==> src/hdl/stal_pkg.sv <==
// Shared types, constants and helpers for the session table with auth lockout.
// Used by every module of the block; depends on nothing.
`timescale 1ns / 1ps

package stal_pkg;

	localparam int SLOTS       = 4;
	localparam int SLOT_IDX_W  = (SLOTS > 1) ? $clog2(SLOTS) : 1;
	localparam int CNT_W       = $clog2(SLOTS + 1);

	localparam int IN_DATA_W   = 360;
	localparam int OUT_DATA_W  = 8;
	localparam int REQ_W       = 2;
	localparam int CFG_IDX_W   = 2;
	localparam int CFG_DATA_W  = 32;

	localparam logic [31:0] TTL_RESET    = 32'd1800000;
	localparam logic [7:0]  FAILS_RESET  = 8'd5;
	localparam logic [31:0] LOCK_RESET   = 32'd60000;
	localparam logic [63:0] CODE_RESET   = 64'h2D2D_2D2D_2D2D_2D2D;
	localparam logic [31:0] OLDEST_START = 32'hFFFF_FFFF;

	typedef enum logic [REQ_W-1:0] {
		REQ_CHECK   = 2'd0,
		REQ_AUTH    = 2'd1,
		REQ_LOGOUT  = 2'd2,
		REQ_SETCODE = 2'd3
	} req_t;

	typedef enum logic [2:0] {
		STS_AUTHED     = 3'd0,
		STS_NOT_AUTHED = 3'd1,
		STS_LOCKED     = 3'd2,
		STS_BAD_CODE   = 3'd3,
		STS_GRANTED    = 3'd4,
		STS_DROPPED    = 3'd5,
		STS_CODE_SET   = 3'd6
	} status_t;

	typedef enum logic [CFG_IDX_W-1:0] {
		CFG_TTL       = 2'd0,
		CFG_MAX_FAILS = 2'd1,
		CFG_LOCK_MS   = 2'd2
	} cfg_idx_t;

	typedef struct packed {
		logic [31:0] ttl;
		logic [7:0]  fail_cap;
		logic [31:0] lock_ms;
	} cfg_regs_t;

	// Input word layout, lowest field last
	typedef struct packed {
		logic [6:0]  pad;
		logic [63:0] new_token_lo;
		logic [63:0] new_token_hi;
		logic        code_len_ok;
		logic [63:0] code;
		logic [63:0] token_lo;
		logic [63:0] token_hi;
		logic [31:0] now_ms;
	} in_word_t;

	typedef struct packed {
		logic [2:0] pad;
		logic [1:0] slot;
		status_t    status;
	} out_word_t;

	typedef struct packed {
		req_t        req;
		logic [31:0] now_ms;
		logic [63:0] token_hi;
		logic [63:0] token_lo;
		logic [63:0] code;
		logic        code_len_ok;
		logic [63:0] new_token_hi;
		logic [63:0] new_token_lo;
	} item_t;

	typedef struct packed {
		logic [63:0] token_hi;
		logic [63:0] token_lo;
		logic [31:0] seen_ms;
	} slot_entry_t;

	typedef struct packed {
		logic                  rd_en;
		logic                  wr_en;
		logic                  clr_en;
		logic [SLOT_IDX_W-1:0] addr;
		slot_entry_t           wdata;
	} mem_cmd_t;

	typedef struct packed {
		status_t    status;
		logic [1:0] slot;
	} result_t;

	// Slot number as reported on the result word: low two bits of the index
	function automatic logic [1:0] slot_code(input logic [SLOT_IDX_W-1:0] idx);
		logic [SLOT_IDX_W+1:0] wide;
		wide = {2'b00, idx};
		return wide[1:0];
	endfunction

endpackage

==> src/hdl/stal_cfg_regs.sv <==
// Configuration register file: TTL, failure limit and lockout length.
// Depends on stal_pkg.
`timescale 1ns / 1ps

module stal_cfg_regs (
	input  logic                           clk,
	input  logic                           arst_n,
	input  logic                           we,
	input  logic [stal_pkg::CFG_IDX_W-1:0] index,
	input  logic [stal_pkg::CFG_DATA_W-1:0] wdata,
	output stal_pkg::cfg_regs_t            regs
);
	import stal_pkg::*;

	cfg_regs_t regs_q;

	always_ff @(posedge clk or negedge arst_n) begin
		if (!arst_n) begin
			regs_q.ttl      <= TTL_RESET;
			regs_q.fail_cap <= FAILS_RESET;
			regs_q.lock_ms  <= LOCK_RESET;
		end else if (we) begin
			unique case (cfg_idx_t'(index))
				CFG_TTL:       regs_q.ttl      <= wdata;
				CFG_MAX_FAILS: regs_q.fail_cap <= wdata[7:0];
				CFG_LOCK_MS:   regs_q.lock_ms  <= wdata;
				default:       ;
			endcase
		end
	end

	assign regs = regs_q;

endmodule

==> src/hdl/stal_slot_mem.sv <==
// Session slot store: token and last-seen memory with registered read, plus used flags.
// Depends on stal_pkg.
`timescale 1ns / 1ps

module stal_slot_mem (
	input  logic                   clk,
	input  logic                   arst_n,
	input  stal_pkg::mem_cmd_t     cmd,
	output stal_pkg::slot_entry_t  rdata,
	output logic [stal_pkg::SLOTS-1:0] used
);
	import stal_pkg::*;

	slot_entry_t       mem [SLOTS];
	slot_entry_t       rdata_q;
	logic [SLOTS-1:0]  used_q;

	always_ff @(posedge clk) begin
		if (cmd.wr_en)
			mem[cmd.addr] <= cmd.wdata;
		if (cmd.rd_en)
			rdata_q <= mem[cmd.addr];
	end

	// A write always marks the slot live; a clear drops it
	always_ff @(posedge clk or negedge arst_n) begin
		if (!arst_n) begin
			used_q <= '0;
		end else if (cmd.wr_en) begin
			used_q[cmd.addr] <= 1'b1;
		end else if (cmd.clr_en) begin
			used_q[cmd.addr] <= 1'b0;
		end
	end

	assign rdata = rdata_q;
	assign used  = used_q;

endmodule

==> src/hdl/stal_engine.sv <==
// Request sequencer: lockout and code check, slot scan over the slot store.
// Depends on stal_pkg; drives stal_slot_mem through a command struct.
`timescale 1ns / 1ps

module stal_engine (
	input  logic                        clk,
	input  logic                        arst_n,
	input  logic                        in_valid,
	output logic                        in_ready,
	input  stal_pkg::item_t             in_item,
	input  stal_pkg::cfg_regs_t         cfg,
	output stal_pkg::mem_cmd_t          mem_cmd,
	input  stal_pkg::slot_entry_t       mem_rdata,
	input  logic [stal_pkg::SLOTS-1:0]  used,
	output logic                        res_valid,
	input  logic                        res_ready,
	output stal_pkg::result_t           res
);
	import stal_pkg::*;

	typedef enum logic [5:0] {
		S_IDLE   = 6'b000001,
		S_DECIDE = 6'b000010,
		S_READ   = 6'b000100,
		S_EVAL   = 6'b001000,
		S_WRITE  = 6'b010000,
		S_FINISH = 6'b100000
	} state_t;

	state_t                state_q;
	logic [CNT_W-1:0]      idx_q;
	logic [7:0]            fail_q;
	logic [31:0]           lock_until_q;
	logic [63:0]           dev_code_q;
	item_t                 item_q;
	logic [SLOT_IDX_W-1:0] pick_q;
	logic [31:0]           oldest_q;
	result_t               res_q;

	logic [SLOT_IDX_W-1:0] idx;
	logic                  last;
	logic                  used_cur;
	logic [31:0]           age;
	logic                  expired;
	logic                  match;
	logic [31:0]           lock_diff;
	logic                  lock_pend;
	logic                  code_ok;
	logic [7:0]            fail_inc;
	logic                  trip;
	logic                  older;
	logic                  hit;

	assign idx       = idx_q[SLOT_IDX_W-1:0];
	assign last      = (idx_q == CNT_W'(SLOTS - 1));
	assign used_cur  = used[idx];
	assign age       = item_q.now_ms - mem_rdata.seen_ms;
	assign expired   = (age > cfg.ttl);
	assign match     = (mem_rdata.token_hi == item_q.token_hi) &&
	                   (mem_rdata.token_lo == item_q.token_lo);
	assign lock_diff = item_q.now_ms - lock_until_q;
	assign lock_pend = (lock_until_q != '0) && lock_diff[31];
	assign code_ok   = item_q.code_len_ok && (item_q.code == dev_code_q);
	assign fail_inc  = fail_q + 8'd1;
	assign trip      = (fail_inc >= cfg.fail_cap);
	assign older     = (mem_rdata.seen_ms < oldest_q);
	assign hit       = used_cur && !expired && match;

	assign in_ready  = (state_q == S_IDLE);
	assign res_valid = (state_q == S_FINISH);
	assign res       = res_q;

	// Slot store commands
	always_comb begin
		mem_cmd       = '0;
		mem_cmd.addr  = idx;
		mem_cmd.wdata = '{token_hi: item_q.token_hi, token_lo: item_q.token_lo,
		                  seen_ms: item_q.now_ms};
		unique case (state_q)
			S_READ: mem_cmd.rd_en = 1'b1;
			S_EVAL: begin
				if (item_q.req == REQ_CHECK) begin
					// refresh on a live match, drop a stale slot
					mem_cmd.wr_en  = hit;
					mem_cmd.clr_en = used_cur && expired;
				end else if (item_q.req == REQ_LOGOUT) begin
					mem_cmd.clr_en = used_cur && match;
				end
			end
			S_WRITE: begin
				mem_cmd.wr_en = 1'b1;
				mem_cmd.addr  = pick_q;
				mem_cmd.wdata = '{token_hi: item_q.new_token_hi,
				                  token_lo: item_q.new_token_lo,
				                  seen_ms: item_q.now_ms};
			end
			default: ;
		endcase
	end

	// Control state
	always_ff @(posedge clk or negedge arst_n) begin
		if (!arst_n) begin
			state_q      <= S_IDLE;
			idx_q        <= '0;
			fail_q       <= '0;
			lock_until_q <= '0;
			dev_code_q   <= CODE_RESET;
		end else begin
			unique case (state_q)
				S_IDLE: begin
					if (in_valid)
						state_q <= S_DECIDE;
				end
				S_DECIDE: begin
					idx_q <= '0;
					unique case (item_q.req)
						REQ_CHECK, REQ_LOGOUT: state_q <= S_READ;
						REQ_AUTH: begin
							if (lock_pend) begin
								state_q <= S_FINISH;
							end else if (!code_ok) begin
								if (trip) begin
									lock_until_q <= item_q.now_ms + cfg.lock_ms;
									fail_q       <= '0;
								end else begin
									lock_until_q <= '0;
									fail_q       <= fail_inc;
								end
								state_q <= S_FINISH;
							end else begin
								lock_until_q <= '0;
								fail_q       <= '0;
								state_q      <= S_READ;
							end
						end
						REQ_SETCODE: begin
							dev_code_q <= item_q.code;
							state_q    <= S_FINISH;
						end
					endcase
				end
				S_READ: state_q <= S_EVAL;
				S_EVAL: begin
					idx_q <= idx_q + CNT_W'(1);
					unique case (item_q.req)
						REQ_CHECK:   state_q <= (hit || last) ? S_FINISH : S_READ;
						REQ_LOGOUT:  state_q <= last ? S_FINISH : S_READ;
						REQ_AUTH:    state_q <= (!used_cur || last) ? S_WRITE : S_READ;
						REQ_SETCODE: state_q <= S_FINISH;
					endcase
				end
				S_WRITE: state_q <= S_FINISH;
				S_FINISH: begin
					if (res_ready)
						state_q <= S_IDLE;
				end
				default: state_q <= S_IDLE;
			endcase
		end
	end

	// Item, scan and result payload
	always_ff @(posedge clk) begin
		unique case (state_q)
			S_IDLE: begin
				if (in_valid)
					item_q <= in_item;
			end
			S_DECIDE: begin
				pick_q     <= '0;
				oldest_q   <= OLDEST_START;
				res_q.slot <= 2'd0;
				unique case (item_q.req)
					REQ_AUTH:    res_q.status <= lock_pend ? STS_LOCKED : STS_BAD_CODE;
					REQ_SETCODE: res_q.status <= STS_CODE_SET;
					REQ_LOGOUT:  res_q.status <= STS_DROPPED;
					REQ_CHECK:   res_q.status <= STS_NOT_AUTHED;
				endcase
			end
			S_EVAL: begin
				if (item_q.req == REQ_CHECK && hit) begin
					res_q.status <= STS_AUTHED;
					res_q.slot   <= slot_code(idx);
				end
				if (item_q.req == REQ_AUTH) begin
					if (!used_cur) begin
						pick_q <= idx;
					end else if (older) begin
						pick_q   <= idx;
						oldest_q <= mem_rdata.seen_ms;
					end
				end
			end
			S_WRITE: begin
				res_q.status <= STS_GRANTED;
				res_q.slot   <= slot_code(pick_q);
			end
			default: ;
		endcase
	end

endmodule

==> src/hdl/session_table_with_auth_lockout_core.sv <==
// Top level of the session table with auth lockout: stream ports and result register.
// Depends on stal_pkg, stal_cfg_regs, stal_slot_mem and stal_engine.
`timescale 1ns / 1ps

// Session table with authentication lockout. Each input word is one request
// (check, auth attempt, logout, set device code) and yields exactly one result
// word carrying a status and a slot number. Requests are handled one at a time:
// set-code and a refused or failed auth attempt finish without a slot scan; a
// check or logout scans the slots, and a granted auth scans them and then
// writes the picked slot. The scan is bound by the single port of the slot
// memory: every slot visited takes a read state and an evaluate state. A
// result waits in an output register, so the next word is taken as soon as
// the sequencer is back to idle even if the sink has not yet picked up the
// previous result. Configuration writes take effect at the next edge and
// belong in idle time only.
module session_table_with_auth_lockout_core (
	input  logic                            clk,
	input  logic                            arst_n,
	// Request stream
	input  logic                            s_tvalid,
	output logic                            s_tready,
	// s_tdata, low bit up: now_ms[32], token_hi[64], token_lo[64], code[64],
	// code_len_ok[1], new_token_hi[64], new_token_lo[64], zero fill[7]
	input  logic [stal_pkg::IN_DATA_W-1:0]  s_tdata,
	// s_tuser: req_type[2]
	input  logic [stal_pkg::REQ_W-1:0]      s_tuser,
	// Result stream
	output logic                            m_tvalid,
	input  logic                            m_tready,
	// m_tdata, low bit up: status[3], slot[2], zero fill[3]
	output logic [stal_pkg::OUT_DATA_W-1:0] m_tdata,
	// Configuration writes
	input  logic                            cfg_we,
	input  logic [stal_pkg::CFG_IDX_W-1:0]  cfg_index,
	input  logic [stal_pkg::CFG_DATA_W-1:0] cfg_wdata
);
	import stal_pkg::*;

	cfg_regs_t   cfg;
	in_word_t    in_word;
	item_t       item;
	mem_cmd_t    mem_cmd;
	slot_entry_t mem_rdata;
	logic [SLOTS-1:0] used;
	logic        res_valid;
	logic        res_ready;
	result_t     res;
	logic        m_tvalid_q;
	out_word_t   m_word_q;

	// Unpack the request word
	assign in_word           = in_word_t'(s_tdata);
	assign item.req          = req_t'(s_tuser);
	assign item.now_ms       = in_word.now_ms;
	assign item.token_hi     = in_word.token_hi;
	assign item.token_lo     = in_word.token_lo;
	assign item.code         = in_word.code;
	assign item.code_len_ok  = in_word.code_len_ok;
	assign item.new_token_hi = in_word.new_token_hi;
	assign item.new_token_lo = in_word.new_token_lo;

	stal_cfg_regs u_cfg (
		.clk    (clk),
		.arst_n (arst_n),
		.we     (cfg_we),
		.index  (cfg_index),
		.wdata  (cfg_wdata),
		.regs   (cfg)
	);

	stal_slot_mem u_mem (
		.clk    (clk),
		.arst_n (arst_n),
		.cmd    (mem_cmd),
		.rdata  (mem_rdata),
		.used   (used)
	);

	// The sequencer finishes one request, including its slot write-back, before
	// it takes the next, so memory accesses to one entry never overlap.
	stal_engine u_eng (
		.clk       (clk),
		.arst_n    (arst_n),
		.in_valid  (s_tvalid),
		.in_ready  (s_tready),
		.in_item   (item),
		.cfg       (cfg),
		.mem_cmd   (mem_cmd),
		.mem_rdata (mem_rdata),
		.used      (used),
		.res_valid (res_valid),
		.res_ready (res_ready),
		.res       (res)
	);

	// Load the output register when it is empty or being drained this cycle
	assign res_ready = !m_tvalid_q || m_tready;

	always_ff @(posedge clk or negedge arst_n) begin
		if (!arst_n) begin
			m_tvalid_q <= 1'b0;
		end else if (res_ready) begin
			m_tvalid_q <= res_valid;
		end
	end

	// Hold the word while the sink stalls
	always_ff @(posedge clk) begin
		if (res_valid && res_ready) begin
			m_word_q.pad    <= '0;
			m_word_q.slot   <= res.slot;
			m_word_q.status <= res.status;
		end
	end

	assign m_tvalid = m_tvalid_q;
	assign m_tdata  = m_word_q;

endmodule

==> config.mk <==
export PLATFORM = sky130hd
export DESIGN_NAME = session_table_with_auth_lockout_core
export DESIGN_NICKNAME = d
export VERILOG_FILES = /design/src/hdl/stal_pkg.sv /design/src/hdl/stal_cfg_regs.sv /design/src/hdl/stal_slot_mem.sv /design/src/hdl/stal_engine.sv /design/src/hdl/session_table_with_auth_lockout_core.sv
export SDC_FILE = /design/constraint.sdc
export NUM_CORES = 2
export LEC_CHECK = 0
export ABC_AREA = 1
export BUFFER_PORTS_ARGS = -buffer_cell sky130_fd_sc_hd__buf_2
export CAP_MARGIN = 20
export CORE_UTILIZATION = 38
export CTS_CLUSTER_SIZE = 14
export DETAILED_ROUTE_END_ITERATION = 10
export SETUP_SLACK_MARGIN = 0.15
export SYNTH_ARGS = -nofsm -noshare
export SYNTH_HDL_FRONTEND = slang
export SYNTH_SLANG_ARGS = --single-unit
export TNS_END_PERCENT = 5
==> constraint.sdc <==
create_clock -name clk -period 16.1 [get_ports clk]
set_input_delay 4.83 -clock clk [delete_from_list [all_inputs] [get_ports clk]]
set_output_delay 4.83 -clock clk [all_outputs]
set_load 0.1 [all_outputs]
==> flow_metrics.env <==
export IMPL_clockBufferDepth=3
export IMPL_yosysSeqAreaShare_pct=69.0
export IMPL_worst_slew_margin_rel_pct=25.8
export IMPL_hold_viol_final=0
export IMPL_drt_iter0_drc=3222
export IMPL_drt_first_pass_iters=9
export IMPL_postCtsSetupRepairBufs=0
export IMPL_ys_flop_type="edfxtp_1"
export IMPL_min_path_type="reg -> reg"
export IMPL_syn2layout_area_growth_pct=16.1
export IMPL_row_count=144
export IMPL_powerDensity_nw_per_um2=151
export IMPL_io_pins=411
export IMPL_fmax_mhz=141
export IMPL_final_cells=7677
export IMPL_dp_hpwl_um=105000
export IMPL_setup_worst_path_class="reg -> out"
export IMPL_numCtsBuffers=152
export IMPL_drv_slew=0
export IMPL_syn_inst=5054
export IMPL_numClockSinks=1389
export IMPL_end_kind="primary output"
export IMPL_synth_compound_area_share_pct=7.57
export IMPL_cts_resized=0
export IMPL_track_usage_pct=20.0
export IMPL_yosysUniqueCellTypes=51
export IMPL_path_clk_slew_ps=60
export IMPL_maxCapViolCount=0
export IMPL_yosys_area_share_adder_pct=3.58
export IMPL_period_minus_slack_ps=7100
export IMPL_coreArea_um2=154000
export IMPL_wl_um=159000
export IMPL_layout_drive_gt1_share_pct=13.7
export IMPL_synth_seq_cells=1389
export IMPL_status="finished with violations"
export IMPL_chipWidth_um=397
export IMPL_gr_total_overflow=0
export IMPL_clock_root_buffer="clkbuf_16"
export IMPL_yosysWarnings=0
export IMPL_antenna_found_initial=27
export IMPL_synth_mux_area_share_pct=0.285
export IMPL_layout_worst_path_cycle_share_pct=44.1
export IMPL_drc=62
export IMPL_drtAntennaViolNets=0
export IMPL_power_leakage_nw=27.3
export IMPL_wire_per_inst_um=20.7
export IMPL_worst_slack_ps=9000
export IMPL_rsz0062_at_grt="false"
export IMPL_worst_skew_pair_late_latency_ps=800
export IMPL_first_global_vias=37800
export IMPL_pre_cts_ws_ps=8740
export IMPL_gp_congestion=0.898
export IMPL_p_total_w=0.0104
export IMPL_cts_htree_levels=4
export IMPL_grt_pass1_wl_um=233000
export IMPL_synth_top_family_by_area="simple AND/OR/NAND/NOR gates"
export IMPL_port_buffer_count=400
export IMPL_vdd_drop_max_mv=0.108
export IMPL_finClkSkew_ps=46.2
export IMPL_synth_edf_count=1199
export IMPL_violations="DRC"
export IMPL_critPathMaxFanout=4
export IMPL_place_area_um2=63500
export IMPL_startpoint_type="flip-flop"
export IMPL_arrival_ps=2270
export IMPL_vias=38300
export IMPL_via_per_inst=4.99
export IMPL_yosys_area_share_simple_pct=13.2
export IMPL_start_util_pct=38.3
export IMPL_design_area_um2=68700
export IMPL_grt_start_max_net_pins=163
export IMPL_crit_required_ps=11270
export IMPL_dp_cells=7389
export IMPL_worst_pin_slew_ps=1110
export IMPL_setup_violations_final=0
export IMPL_die_height_um=397
export IMPL_die_area_um2=157000
export IMPL_nets=6070
export IMPL_ctsHoldBuffers=0
export IMPL_synth_xor_area_share_pct=1.95
export IMPL_cts_tree="yes"
export IMPL_syn_avg_cell_area_um2=11.7
export IMPL_syn_area_um2=59200
export IMPL_synth_async_reset_ratio_pct=13.7
## critical path, stage by stage, from the launching register on
cell	delay [ps]
dfrtp_1	430
nor2_1	230
nand3_1	220
inv_1	140
buf_2	470
## logic make-up after synthesis
| group | after synthesis |
|---|---|
| muxes | 15 |
| adders and majority gates | 168 |
| DFF | 1389 |
| buffers and inverters | 674 |
| other | 1 |
| and+or+nand+nor | 1939 |
| AOI/OAI and AO/OA | 736 |
| xor gates and xnor gates | 132 |
## synthesized netlist by cell type, types with 8 or more instances
master / count / area share, %
a21oi_1: 129 / 1.1
mux2_2: 15 / 0.29
nor4_1: 8 / 0.085
ha_1: 166 / 3.5
buf_2: 60 / 0.51
o21a_1: 11 / 0.14
dfrtp_1: 137 / 5.8
edfxtp_1: 1199 / 61
nand3_1: 132 / 1.1
a21o_1: 8 / 0.10
nor3_1: 36 / 0.30
inv_1: 525 / 3.3
a22oi_1: 281 / 3.6
xnor2_1: 51 / 0.75
dfstp_2: 53 / 2.4
nand4_1: 52 / 0.55
buf_4: 8 / 0.10
o21ai_0: 288 / 2.4
nor2_1: 267 / 1.7
xor2_1: 81 / 1.2
nand3b_1: 11 / 0.14
clkbuf_1: 67 / 0.42
nand2_1: 1396 / 8.9
or2_2: 19 / 0.20
## sequential cells by signal, summed over array words and instances, names as in the netlist, named ones only
signal              flops
u_eng.state_q           6
m_tdata                 5
m_tvalid                1
u_eng.fail_q            8
u_eng.pick_q            2
u_eng.idx_q             3
u_eng.dev_code_q       64
u_eng.res               5
u_cfg.regs             72
u_mem.rdata           160
u_eng.lock_until_q     32
u_mem.mem             640
u_eng.item_q          355
u_eng.oldest_q         32
## cell usage in the layout, fill, tap and decap left out, types with 4 or more instances in the layout
cell type,n
nand4_1,52
a22oi_1,281
or2_2,19
inv_16,6
ha_1,166
xnor2_1,51
o21ai_0,287
nor4_1,7
nor3b_1,5
buf_4,29
clkbuf_1,28
dfstp_2,53
o21a_1,11
nor3_1,36
diode_2,8
mux2_2,15
nand3_1,129
bufinv_16,20
clkinv_2,22
edfxtp_1,1199
xor2_1,81
inv_8,6
dfrtp_1,137
inv_1,522
clkbuf_8,4
inv_6,7
nor2_2,4
clkinv_1,27
a21o_1,8
nand2_1,1395
clkinv_8,5
nor2_1,266
o21bai_1,4
nand3b_1,11
a21oi_1,129
clkbuf_16,153
buf_2,399
## report_power, final
part           internal (W)  total, W  switching, W
combinational      0.000641   0.00200       0.00136
sequential          0.00452   0.00480      0.000280
clock               0.00211   0.00360       0.00149
## path summary, 6_finish.rpt
kind	from	endpoint	slack (ps)	depth (start not counted)
min in group asynchronous	arst_n	u_cfg.regs[29]	4000	1
max	u_eng.state_q[4]	s_tready	9000	4
min reg2reg	u_eng.res[2]	m_tdata[0]	430	0
min	u_eng.res[2]	m_tdata[0]	430	0
max reg2reg	u_eng.item_q[321]	u_mem.mem[2][71]	9090	26
max in group asynchronous	arst_n	u_eng.lock_until_q[7]	10750	2
## metal layers
| metal | track usage (%) | wire length (um) | vias up |
|---|---|---|---|
| met1 | 26.6 | 70100 | 18600 |
| met2 | 32.3 | 73800 | 1057 |
| li1 | - | - | 18400 |
| met3 | 4.70 | 10500 | 247 |
| met4 | 6.36 | 4350 | 38 |
| met5 | 0 | 233 | - |
## stage by stage
| step | TNS [ps] | hold WS, ps | utilization (%) |
|---|---|---|---|
| 2_1_floorplan | -118640 | 400 | - |
| 3_3_place_gp | 0 | 435 | 41.1 |
| 3_5_place_dp | 0 | 405 | 41.1 |
| 4_1_cts | 0 | 431 | 44.5 |
| 5_1_grt | 0 | 449 | 44.5 |
| 6_report | 0 | 432 | 44.5 |
## area by class of cell
| cell class | instances | area [um2] |
|---|---|---|
| clock buffers | 185 | 3990 |
| fillers | 14000 | 85700 |
| inverters | 532 | 2040 |
| diodes | 8 | 20.0 |
| clock inverters | 93 | 1190 |
| well taps | 2044 | 2560 |
| multi-input cells | 2993 | 15800 |
| repair buffers | 433 | 2310 |
| flip-flops and latches | 1389 | 40800 |
Power figures use the tool's default switching activity.
